**config.mk**
```make
export PLATFORM = sky130hd
export DESIGN_NAME = gyro_bias_two_stage_calibrator_top_flat
export DESIGN_NICKNAME = d
export VERILOG_FILES = /design/src/hdl/gbc_pkg.sv /design/src/hdl/gbc_if.sv /design/src/hdl/gyro_bias_two_stage_calibrator_top.sv /design/src/flat_wrapper.sv
export VERILOG_INCLUDE_DIRS = /design/src /design/src/hdl
export SDC_FILE = /design/constraint.sdc
export NUM_CORES = 1
export LEC_CHECK = 0
export ABC_AREA = 1
export BUFFER_PORTS_ARGS = -buffer_cell sky130_fd_sc_hd__buf_2
export CORE_ASPECT_RATIO = 1.1
export CORE_MARGIN = 2
export CORE_UTILIZATION = 60
export DETAILED_ROUTE_END_ITERATION = 8
export GPL_TIMING_DRIVEN = 0
export PLACE_DENSITY = 0.83
export SYNTH_ARGS = -nofsm -noshare
export SYNTH_HDL_FRONTEND = slang
export SYNTH_SLANG_ARGS = --single-unit
export TNS_END_PERCENT = 10
```
**constraint.sdc**
```tcl
create_clock -name clk_i -period 9 [get_ports clk_i]
set_input_delay 1.8 -clock clk_i [delete_from_list [all_inputs] [get_ports clk_i]]
set_output_delay 1.8 -clock clk_i [all_outputs]
set_load 0.05 [all_outputs]
```
**src/hdl/gyro_bias_two_stage_calibrator_top_assert.svh**
```systemverilog
// Assertion macros for the gyro bias calibrator.
// Both macros sample on clk_i of the including module.
`ifndef GYRO_BIAS_TWO_STAGE_CALIBRATOR_TOP_ASSERT_SVH
`define GYRO_BIAS_TWO_STAGE_CALIBRATOR_TOP_ASSERT_SVH

`ifndef SYNTHESIS
`define GBC_ASSERT(label, prop) \
  label: assert property (@(posedge clk_i) disable iff (!rst_ni) prop) \
    else $error("%m: check failed");
`define GBC_ASSERT_ALWAYS(label, prop) \
  label: assert property (@(posedge clk_i) prop) \
    else $error("%m: check failed");
`else
`define GBC_ASSERT(label, prop)
`define GBC_ASSERT_ALWAYS(label, prop)
`endif

`endif

```
**src/hdl/gbc_pkg.sv**
```systemverilog
`timescale 1ns / 1ps
`default_nettype none

package gbc_pkg;

  localparam int unsigned CfgW    = 16;
  localparam int unsigned CfgIdxW = 2;
  localparam int unsigned GyroW   = 16;
  localparam int unsigned SumW    = 32;
  localparam int unsigned OffW    = 32;
  localparam int unsigned PhaseW  = 3;
  localparam int unsigned EventW  = 2;

  localparam logic [CfgW-1:0] SkipRst   = 16'd5000;
  localparam logic [CfgW-1:0] CoarseRst = 16'd2000;
  localparam logic [CfgW-1:0] FineRst   = 16'd10000;

  // divider: numerator 2*|sum|*2^16 + n (fine) or 2*|sum| + 4*n (coarse), divisor up to 8*65535
  localparam int unsigned NumW   = 49;
  localparam int unsigned DenW   = 19;
  localparam int unsigned DivCntW = $clog2(NumW);

  typedef enum logic [CfgIdxW-1:0] {
    CFG_SKIP   = 2'd0,
    CFG_COARSE = 2'd1,
    CFG_FINE   = 2'd2
  } cfg_idx_e;

  typedef enum logic [PhaseW-1:0] {
    PH_SKIP1  = 3'd0,
    PH_COARSE = 3'd1,
    PH_SKIP2  = 3'd2,
    PH_FINE   = 3'd3,
    PH_DONE   = 3'd4
  } phase_e;

  typedef enum logic [EventW-1:0] {
    EV_NONE    = 2'd0,
    EV_RESTART = 2'd1,
    EV_COARSE  = 2'd2,
    EV_FINE    = 2'd3
  } event_e;

  typedef enum logic [2:0] {
    S_IDLE = 3'd0,
    S_LOAD = 3'd1,
    S_DIV  = 3'd2,
    S_SAT  = 3'd3,
    S_EMIT = 3'd4
  } state_e;

endpackage

`default_nettype wire

```
**src/hdl/gbc_if.sv**
```systemverilog
`timescale 1ns / 1ps
`default_nettype none

interface gbc_in_if;
  import gbc_pkg::*;

  logic                    valid;
  logic                    ready;
  logic                    func;
  logic signed [GyroW-1:0] gyro_x;
  logic signed [GyroW-1:0] gyro_y;
  logic signed [GyroW-1:0] gyro_z;

  modport source (output valid, func, gyro_x, gyro_y, gyro_z, input ready);
  modport sink   (input valid, func, gyro_x, gyro_y, gyro_z, output ready);
endinterface

interface gbc_out_if;
  import gbc_pkg::*;

  logic                   valid;
  logic                   ready;
  logic [PhaseW-1:0]      phase;
  logic [EventW-1:0]      event_res;
  logic signed [OffW-1:0] offset_x;
  logic signed [OffW-1:0] offset_y;
  logic signed [OffW-1:0] offset_z;

  modport source (output valid, phase, event_res, offset_x, offset_y, offset_z,
                  input ready);
  modport sink   (input valid, phase, event_res, offset_x, offset_y, offset_z,
                  output ready);
endinterface

`default_nettype wire

```
**src/hdl/gyro_bias_two_stage_calibrator_top.sv**
```systemverilog
// A sample or restart word goes from accept to S_EMIT and then the output reg; the word
// closing a coarse or fine run first goes through three 49-step restoring divisions run
// one axis after another on a single shared divider (load, 49 steps, saturate).
// One word in flight; the next word is taken while the result waits in the output reg.
// Reset (rst_ni, async, active low): run lengths return to 5000/2000/10000,
// counters and axis sums clear, no result pending.
`timescale 1ns / 1ps
`default_nettype none

module gyro_bias_two_stage_calibrator_top (
  input  logic                         clk_i,
  input  logic                         rst_ni,
  input  logic                         cfg_we_i,
  input  logic [gbc_pkg::CfgIdxW-1:0]  cfg_idx_i,
  input  logic [gbc_pkg::CfgW-1:0]     cfg_data_i,
  gbc_in_if.sink                       in_i,
  gbc_out_if.source                    out_o
);
  import gbc_pkg::*;

  `include "gyro_bias_two_stage_calibrator_top_assert.svh"

  state_e state_q, state_d;

  logic [CfgW-1:0] cfg_skip_q, cfg_coarse_q, cfg_fine_q;
  logic [CfgW-1:0] skip_cnt_q, coarse_cnt_q, fine_cnt_q;
  logic signed [SumW-1:0] sum_q [3];
  event_e ev_q;
  logic [1:0] axis_q;

  logic [NumW-1:0]    num_q;
  logic [DenW-1:0]    den_q;
  logic [DenW-1:0]    rem_q;
  logic [DivCntW-1:0] div_cnt_q;
  logic               neg_q;
  logic signed [OffW-1:0] off_q [3];

  logic                   out_valid_q;
  logic [PhaseW-1:0]      out_phase_q;
  logic [EventW-1:0]      out_event_q;
  logic signed [OffW-1:0] out_off_q [3];

  logic in_ready, acc, out_free, out_load;
  logic in_skip, in_coarse, in_fine, coarse_end, fine_end;
  logic fine_mode;
  phase_e phase_d;

  // divider and saturation datapath
  logic signed [SumW-1:0] sum_sel;
  logic [SumW-1:0]        mag;
  logic [DenW:0]          shifted, diff;
  logic                   ge;
  logic [NumW-1:0]        lim;
  logic [OffW-1:0]        sat;

  localparam logic [DivCntW-1:0] DivLast = DivCntW'(NumW - 1);

  assign in_skip    = skip_cnt_q < cfg_skip_q;
  assign in_coarse  = !in_skip && (coarse_cnt_q < cfg_coarse_q);
  assign in_fine    = !in_skip && !in_coarse && (fine_cnt_q < cfg_fine_q);
  assign coarse_end = in_coarse && ((coarse_cnt_q + 16'd1) == cfg_coarse_q);
  assign fine_end   = in_fine && ((fine_cnt_q + 16'd1) == cfg_fine_q);
  assign fine_mode  = (ev_q == EV_FINE);

  always_comb begin
    state_d  = state_q;
    in_ready = 1'b0;
    out_free = !out_valid_q || out_o.ready;
    out_load = 1'b0;
    case (state_q)
      S_IDLE: begin
        in_ready = 1'b1;
        if (in_i.valid) begin
          if (!in_i.func && (coarse_end || fine_end)) begin
            state_d = S_LOAD;
          end else begin
            state_d = S_EMIT;
          end
        end
      end
      S_LOAD: state_d = S_DIV;
      S_DIV: begin
        if (div_cnt_q == DivLast) begin
          state_d = S_SAT;
        end
      end
      S_SAT: state_d = (axis_q == 2'd2) ? S_EMIT : S_LOAD;
      S_EMIT: begin
        if (out_free) begin
          out_load = 1'b1;
          state_d  = S_IDLE;
        end
      end
      default: state_d = S_IDLE;
    endcase
  end

  assign acc = in_i.valid && in_ready;

  always_ff @(posedge clk_i or negedge rst_ni) begin
    if (!rst_ni) begin
      state_q <= S_IDLE;
    end else begin
      state_q <= state_d;
    end
  end

  // phase after the word just handled
  always_comb begin
    if (skip_cnt_q < cfg_skip_q) begin
      phase_d = (coarse_cnt_q >= cfg_coarse_q) ? PH_SKIP2 : PH_SKIP1;
    end else if (coarse_cnt_q < cfg_coarse_q) begin
      phase_d = PH_COARSE;
    end else if (fine_cnt_q < cfg_fine_q) begin
      phase_d = PH_FINE;
    end else begin
      phase_d = PH_DONE;
    end
  end

  assign sum_sel = sum_q[axis_q];
  assign mag     = sum_sel[SumW-1] ? (~sum_sel + 32'd1) : sum_sel;
  assign shifted = {rem_q, num_q[NumW-1]};
  assign ge      = shifted >= {1'b0, den_q};
  assign diff    = shifted - {1'b0, den_q};
  assign lim     = fine_mode ? 49'h0_7FFF_FFFF : 49'd32767;

  always_comb begin
    if (neg_q) begin
      if (num_q > (lim + 49'd1)) begin
        sat = ~lim[OffW-1:0];
      end else begin
        sat = ~num_q[OffW-1:0] + 32'd1;
      end
    end else begin
      sat = (num_q > lim) ? lim[OffW-1:0] : num_q[OffW-1:0];
    end
  end

  always_ff @(posedge clk_i or negedge rst_ni) begin
    if (!rst_ni) begin
      cfg_skip_q   <= SkipRst;
      cfg_coarse_q <= CoarseRst;
      cfg_fine_q   <= FineRst;
      skip_cnt_q   <= '0;
      coarse_cnt_q <= '0;
      fine_cnt_q   <= '0;
      for (int i = 0; i < 3; i++) begin
        sum_q[i] <= '0;
      end
      ev_q   <= EV_NONE;
      axis_q <= '0;
    end else begin
      if (cfg_we_i) begin
        case (cfg_idx_i)
          CFG_SKIP:   cfg_skip_q   <= cfg_data_i;
          CFG_COARSE: cfg_coarse_q <= cfg_data_i;
          CFG_FINE:   cfg_fine_q   <= cfg_data_i;
          default: ;
        endcase
      end
      if (acc) begin
        axis_q <= '0;
        if (in_i.func) begin
          skip_cnt_q   <= '0;
          coarse_cnt_q <= '0;
          fine_cnt_q   <= '0;
          for (int i = 0; i < 3; i++) begin
            sum_q[i] <= '0;
          end
          ev_q <= EV_RESTART;
        end else if (in_skip) begin
          skip_cnt_q <= skip_cnt_q + 16'd1;
          ev_q       <= EV_NONE;
        end else if (in_coarse || in_fine) begin
          sum_q[0] <= sum_q[0] + {{(SumW-GyroW){in_i.gyro_x[GyroW-1]}}, in_i.gyro_x};
          sum_q[1] <= sum_q[1] + {{(SumW-GyroW){in_i.gyro_y[GyroW-1]}}, in_i.gyro_y};
          sum_q[2] <= sum_q[2] + {{(SumW-GyroW){in_i.gyro_z[GyroW-1]}}, in_i.gyro_z};
          if (in_coarse) begin
            coarse_cnt_q <= coarse_cnt_q + 16'd1;
            if (coarse_end) begin
              ev_q       <= EV_COARSE;
              skip_cnt_q <= '0;
            end else begin
              ev_q <= EV_NONE;
            end
          end else begin
            fine_cnt_q <= fine_cnt_q + 16'd1;
            if (fine_end) begin
              ev_q <= EV_FINE;
            end else begin
              ev_q <= EV_NONE;
            end
          end
        end else begin
          ev_q <= EV_NONE;
        end
      end
      if (state_q == S_SAT) begin
        axis_q <= axis_q + 2'd1;
        // sums are kept until the last axis is divided
        if (axis_q == 2'd2) begin
          for (int i = 0; i < 3; i++) begin
            sum_q[i] <= '0;
          end
        end
      end
    end
  end

  // shared restoring divider, one quotient bit per cycle; num_q turns into the quotient
  always_ff @(posedge clk_i) begin
    if (acc) begin
      for (int i = 0; i < 3; i++) begin
        off_q[i] <= '0;
      end
    end
    case (state_q)
      S_LOAD: begin
        if (fine_mode) begin
          num_q <= {mag, 17'b0} + {33'b0, cfg_fine_q};
          den_q <= {2'b0, cfg_fine_q, 1'b0};
        end else begin
          num_q <= {16'b0, mag, 1'b0} + {31'b0, cfg_coarse_q, 2'b00};
          den_q <= {cfg_coarse_q, 3'b000};
        end
        neg_q     <= !sum_sel[SumW-1] && (sum_sel != '0);
        rem_q     <= '0;
        div_cnt_q <= '0;
      end
      S_DIV: begin
        rem_q     <= ge ? diff[DenW-1:0] : shifted[DenW-1:0];
        num_q     <= {num_q[NumW-2:0], ge};
        div_cnt_q <= div_cnt_q + 1'b1;
      end
      S_SAT: off_q[axis_q] <= sat;
      default: ;
    endcase
  end

  always_ff @(posedge clk_i or negedge rst_ni) begin
    if (!rst_ni) begin
      out_valid_q <= 1'b0;
    end else if (out_load) begin
      out_valid_q <= 1'b1;
    end else if (out_o.ready) begin
      out_valid_q <= 1'b0;
    end
  end

  always_ff @(posedge clk_i) begin
    if (out_load) begin
      out_phase_q <= phase_d;
      out_event_q <= ev_q;
      for (int i = 0; i < 3; i++) begin
        out_off_q[i] <= off_q[i];
      end
    end
  end

  assign in_i.ready      = in_ready;
  assign out_o.valid     = out_valid_q;
  assign out_o.phase     = out_phase_q;
  assign out_o.event_res = out_event_q;
  assign out_o.offset_x  = out_off_q[0];
  assign out_o.offset_y  = out_off_q[1];
  assign out_o.offset_z  = out_off_q[2];

  `GBC_ASSERT(a_rem_below_den, (state_q == S_DIV) |-> (rem_q < den_q))
  `GBC_ASSERT(a_div_ends_in_sat, (state_q == S_DIV && div_cnt_q == DivLast) |=> (state_q == S_SAT))
  `GBC_ASSERT(a_restart_clears, (out_load && ev_q == EV_RESTART) |=> (skip_cnt_q == '0 && coarse_cnt_q == '0 && fine_cnt_q == '0))
  `GBC_ASSERT(a_no_div_zero_offs, (out_valid_q && (out_event_q == EV_NONE || out_event_q == EV_RESTART)) |-> (out_off_q[0] == '0 && out_off_q[1] == '0 && out_off_q[2] == '0))

endmodule

`default_nettype wire

```
**src/flat_wrapper.sv**
```systemverilog
// flat-port wrapper written by rule: the top's interface ports become plain ports
module gyro_bias_two_stage_calibrator_top_flat import gbc_pkg::*;
  (clk_i, rst_ni, cfg_we_i, cfg_idx_i, cfg_data_i, in_i_valid, in_i_func, in_i_gyro_x, in_i_gyro_y, in_i_gyro_z, in_i_ready, out_o_valid, out_o_phase, out_o_event_res, out_o_offset_x, out_o_offset_y, out_o_offset_z, out_o_ready);
  gbc_in_if in_i_i ();
  gbc_out_if out_o_i ();
  input  logic clk_i;
  input  logic rst_ni;
  input  logic cfg_we_i;
  input  logic [gbc_pkg::CfgIdxW-1:0] cfg_idx_i;
  input  logic [gbc_pkg::CfgW-1:0] cfg_data_i;
  input wire logic [$bits(in_i_i.valid)-1:0] in_i_valid;
  input wire logic [$bits(in_i_i.func)-1:0] in_i_func;
  input wire logic [$bits(in_i_i.gyro_x)-1:0] in_i_gyro_x;
  input wire logic [$bits(in_i_i.gyro_y)-1:0] in_i_gyro_y;
  input wire logic [$bits(in_i_i.gyro_z)-1:0] in_i_gyro_z;
  output wire logic [$bits(in_i_i.ready)-1:0] in_i_ready;
  output wire logic [$bits(out_o_i.valid)-1:0] out_o_valid;
  output wire logic [$bits(out_o_i.phase)-1:0] out_o_phase;
  output wire logic [$bits(out_o_i.event_res)-1:0] out_o_event_res;
  output wire logic [$bits(out_o_i.offset_x)-1:0] out_o_offset_x;
  output wire logic [$bits(out_o_i.offset_y)-1:0] out_o_offset_y;
  output wire logic [$bits(out_o_i.offset_z)-1:0] out_o_offset_z;
  input wire logic [$bits(out_o_i.ready)-1:0] out_o_ready;
  assign in_i_i.valid = in_i_valid;
  assign in_i_i.func = in_i_func;
  assign in_i_i.gyro_x = in_i_gyro_x;
  assign in_i_i.gyro_y = in_i_gyro_y;
  assign in_i_i.gyro_z = in_i_gyro_z;
  assign in_i_ready = in_i_i.ready;
  assign out_o_valid = out_o_i.valid;
  assign out_o_phase = out_o_i.phase;
  assign out_o_event_res = out_o_i.event_res;
  assign out_o_offset_x = out_o_i.offset_x;
  assign out_o_offset_y = out_o_i.offset_y;
  assign out_o_offset_z = out_o_i.offset_z;
  assign out_o_i.ready = out_o_ready;
  gyro_bias_two_stage_calibrator_top u_core (.clk_i(clk_i), .rst_ni(rst_ni), .cfg_we_i(cfg_we_i), .cfg_idx_i(cfg_idx_i), .cfg_data_i(cfg_data_i), .in_i(in_i_i), .out_o(out_o_i));
endmodule
```
[After elaboration in Yosys (flattened, before gate mapping)]
Memory sizes are Yosys's and may differ from the RTL's.
Cells that the tools add are included.
Storage, ports and cells
  output and inout port bits: 103
  memories kept: 2
  memory bits (writable): 192
  logic and storage cells: 166
  register bits after elaboration: 299
  input bits: 72
Operators by class
  reduce and logical (&&, ||, !) cells: 35
  multiplexer cells: 65
  magnitude comparators: 8
  add/subtract/negate cells: 14
  equal/unequal tests: 16
  bitwise logic cells: 4
Memory list
  u_core.off_q: depth 3, bits a word 32, read ports 3, clocked after memory_dff 0, write ports 3, line gyro_bias_two_stage_calibrator_top.sv:36  | logic signed [OffW-1:0] off_q [3];
  u_core.out_off_q: depth 3, bits a word 32, read ports 3, clocked after memory_dff 0, write ports 3, line gyro_bias_two_stage_calibrator_top.sv:41  | logic signed [OffW-1:0] out_off_q [3];
Operators by type and width (count)
  $mux W96: 6
  $mux W32: 7
  $mux W16: 13
  $gt A49 B49 Y1: 2
  $pmux W49 S2: 1
  $add A32 B32 Y32: 3
  $not A32 Y32: 3
  $add A32 B1 Y32 const B: 2
  $bmux W32 S2: 1
  $add A49 B1 Y49 const B: 1
  $add A49 B16 Y49: 1
  $mux W49: 1
  $add A16 B1 Y16 const B: 3
  $lt A16 B16 Y1: 3
  $pmux W19 S2: 1
  $add A33 B18 Y34: 1
  $eq A16 B16 Y1: 2
  $reduce_bool A32 Y1: 1
  $reduce_or A32 Y1: 1
  $mux W31: 1
  $mux W3: 8
  $ge A20 B19 Y1: 1
  $mux W2: 10
  $mux W19: 1
  28 further kinds: 68

[Logic depth before layout (Yosys ltp)]
  depth after elaboration: 13
  mapped depth: 31
  mapped depth without buffers: 29

[Least setup slack after synthesis]
OpenSTA, ideal clock, no wires.
  path kind: input-to-reg
  start point: input port out_o_ready
  end point: register u_core.out_event_q[0], in the netlist u_core.out_o.event_res[0], enable pin
  data required time: 8.439 ns
  cell stages on the path: 2
  slack: 2.395 ns
  arrival: 6.044 ns
  cell sequence: nor2_1 -> nor2_1
On the way
  longest elaborated chain between the ends: 3
RTL lines
  from (decl): line flat_wrapper.sv:23  | input wire logic [$bits(out_o_i.ready)-1:0] out_o_ready;
  $logic_or A1 B1 Y1: line gyro_bias_two_stage_calibrator_top.sv:68  | out_free = !out_valid_q || out_o.ready;
  $mux W1: line gyro_bias_two_stage_calibrator_top.sv:89  | if (out_free) begin
  $mux W1: line gyro_bias_two_stage_calibrator_top.sv:70  | case (state_q)
  net u_core.out_load: line gyro_bias_two_stage_calibrator_top.sv:43  | logic in_ready, acc, out_free, out_load;
  to (signal assigned): line gyro_bias_two_stage_calibrator_top.sv:254  | out_event_q <= ev_q;
  to (decl): line gyro_bias_two_stage_calibrator_top.sv:40  | logic [EventW-1:0] out_event_q;
The timed path passes the listed nets, and every way through them passes these cells.
A chain may end at the register's enable or synchronous reset.

==> results.ini <==
[route]
drtPass1Iterations=5
drt_iter0_drc=2808
drc=0
ant_nets=0
wl_per_cell_um=18.4
via_count=27991
drt-total-wl_mm=88.3
routed_via_density=5.85

[cts]
cts_resized=0
cts_max_path_buffers=3
cts_setup_buffers=0
cts_tree=yes
clkLatencyLatePin_ps=620
cts.sinks=490
ctsHoldBuffers=0
cts_root_buffer=clkbuf_16
numCtsBuffers=51
htree_levels=2
clkSlewWorstSetupHoldPaths_ps=60

[sta]
fin_crit_ps=5340
holdWs_ps=415
fin_setup_tns_ps=0
clock_skew_ps=33.0
drv_slew=0
postLayoutSetupSlackWorst_ps=3660
hold_viol_final=0
max_freq_mhz=187
final-setup-viol-count=0
relSlewSlack=0.0252
worstMarginPinSlew_ps=1460
rsz0062_at_grt=false
fin_crit_sh=0.593

[placement]
place_congestion=0.967
place_area_um2=33500
dp_hpwl_mm=67.4
place_ws_ps=3840
port_buffers=173

[setup_path]
endpoint_kind=register
crit_family=buffers and inverters
crit_type=reg -> reg
critical-path-max-stage-delay_ps=1040
worstPathArrival_ps=5670
cp-start-kind=register
rr_worst_depth=15
path_cells=nand2_1 > clkbuf_1 > clkbuf_1 > ha_1 > a21oi_1 > nor2_1 > a211oi_1 > o21ai_0 > a21oi_1 > nand3_1 > nand2_1 > clkbuf_1 > o21ai_0 > o21ai_0 > nor2_1
critPathMaxFanout=26
cp.depth=15
cp_data_required_time_ps=9330
slowest_stage=clkbuf_1
cp_num_buf_inv=3

[logic_synthesis]
yosys.cell_types.count=64
yosysWarningCount=0
synth_top_cell_by_area=edfxtp_1
ys_seq_area_frac=0.434
ys_seq_elements=490
ys_top_cells_by_area=edfxtp_1 (28%), dfrtp_1 (15%), nand2_1 (9.0%), ha_1 (8.0%), o21ai_0 (6.7%)
ys_async_sr_fraction=0.408
synth_edf_count=290
synth_cells=3836
synth_fp_nets=4116
synth_top_cell_area_share=0.275
synth_area_um2=31600
synth_area_per_cell_um2=8.24
synth_top_flop_cell=edfxtp_1

[pwr]
pwr_density_cell_nw_per_um2=207
leakage_uw=0.0161
ir_drop_mv=0.191

[cells_and_area]
nets=4350
layout.cells.most_common_list=nand2_1 (757), inv_1 (459), o21ai_0 (425)
areaGrowthSynthToFinish_pct=11.8
final_common_cell=nand2_1
layout-drive-gt1-share=0.104
design_area_um2=35300
fin_util=0.676
antenna_cells=0

[flow_run]
max-cap-violations=0

[floorplan]
coreArea_um2=52300
initial_core_util=0.604
ioPinCount=175
dieHeight_um=245
die_x_um=223
rows=88
die-area_um2=54500

[global_routing]
grt_pass1_vias=26281
antenna_found_initial=0
overflow=0
grt_pass1_wl_mm=139
grt_max_degree=112
track_usage=0.321

[hold_path]
holdCritPathClass=reg -> reg
whs_path_depth=0

[run_status]
status=finished clean

## metrics by stage
step                total power (µW)  cells
CTS                             7300   4788
detailed placement              5020   4692
global placement                4970   4684
floorplan                       4430   3836
finish                          7310   4788
global route                    7600   4788
## final timing paths
| kind | from | slack [ps] | endpoint |
|---|---|---|---|
| setup / recovery | u_core.ev_q[1]$_DFFE_PN0P_ | 3660 | u_core.off_q[0][23]$_SDFFCE_PN0P_ |
| hold / removal | u_core.off_q[1][19]$_SDFFCE_PN0P_ | 420 | u_core.out_off_q[0][51]$_DFFE_PP_ |
| setup reg to reg | u_core.ev_q[1]$_DFFE_PN0P_ | 3660 | u_core.off_q[0][23]$_SDFFCE_PN0P_ |
| hold reg to reg | u_core.off_q[1][19]$_SDFFCE_PN0P_ | 420 | u_core.out_off_q[0][51]$_DFFE_PP_ |
| max in group asynchronous | rst_ni | 6740 | u_core.cfg_coarse_q[5]$_DFFE_PN0P_ |
| min in group asynchronous | rst_ni | 1180 | u_core.sum_q[45]$_DFF_PN0_ |
## synth_stat cells (all sizes together), types with 7 or more instances
cell	instances
xnor2	37
a31oi	7
edfxtp	290
nor2	364
a21oi	295
clkbuf	82
dfrtp	184
xor2	152
a21o	17
nand4	42
buf	38
dfstp	16
o21bai	9
nor3	41
o21ai	452
o21a	12
o211ai	32
o221ai	16
o22ai	37
nor4	13
nand3	175
inv	473
ha	203
nand2	793
## worst register-to-register path, delay by kind of cell, from the launching register on
kind	cells	cell delay, ps
and+or+nand+nor	5	920
AOI/OAI and AO/OA	6	1180
adders and majority gates	1	440
DFF	1	440
buffers and inverters	3	2070
## metal layers
layer  share of wire  vias to the layer above  GRT usage
met5               0                        -          0
met4           0.042                        0      0.131
met3           0.079                      207     0.0454
met2            0.46                     1224      0.526
met1            0.42                    13096      0.432
li1                -                    13464          -
## final cells by class
| type | count | area, µm² |
|---|---|---|
| buffer | 120 | 571 |
| clock buffer | 58 | 1350 |
| inverter | 475 | 1790 |
| multi-input combinational | 2751 | 15500 |
| sequential | 490 | 13700 |
| tap | 675 | 845 |
| timing repair buffer | 181 | 1050 |
| fill | 4178 | 17000 |
| clock inverter | 38 | 470 |
## power breakdown
group	switching [µW]	leakage [µW]	internal, µW
Sequential	178	0.00539	2780
Clock	946	0.000877	1350
Combinational	1510	0.00987	537
Total	2640	0.0161	4670
## registers in the layout (all words and copies together) (netlist names)
name and flops:
u_core.div_cnt_q 6, u_core.out_o.event_res 2, u_core.num_q 49, u_core.off_q 96, u_core.out_o.phase 3, u_core.ev_q 2, u_core.rem_q 19, u_core.out_off_q 96
u_core.neg_q 1, u_core.state_q 3, u_core.den_q 18, u_core.cfg_fine_q 16, u_core.fine_cnt_q 16, u_core.out_o.valid 1, u_core.sum_q 96, u_core.axis_q 2
u_core.cfg_skip_q 16, u_core.skip_cnt_q 16, u_core.cfg_coarse_q 16, u_core.coarse_cnt_q 16
## kinds of logic (layout without fill, tap and decap cells)
| group | count (synthesis) | in the layout | synth area share |
|---|---|---|---|
| AOI/OAI and AO/OA | 912 | 912 | 0.158 |
| DFF | 490 | 490 | 0.434 |
| and+or+nand+nor | 1441 | 1441 | 0.196 |
| adders and majority gates | 208 | 208 | 0.0835 |
| xor gates and xnor gates | 190 | 190 | 0.0531 |
| buffers and inverters | 595 | 872 | 0.0747 |
(Power assumes the default switching activity.)
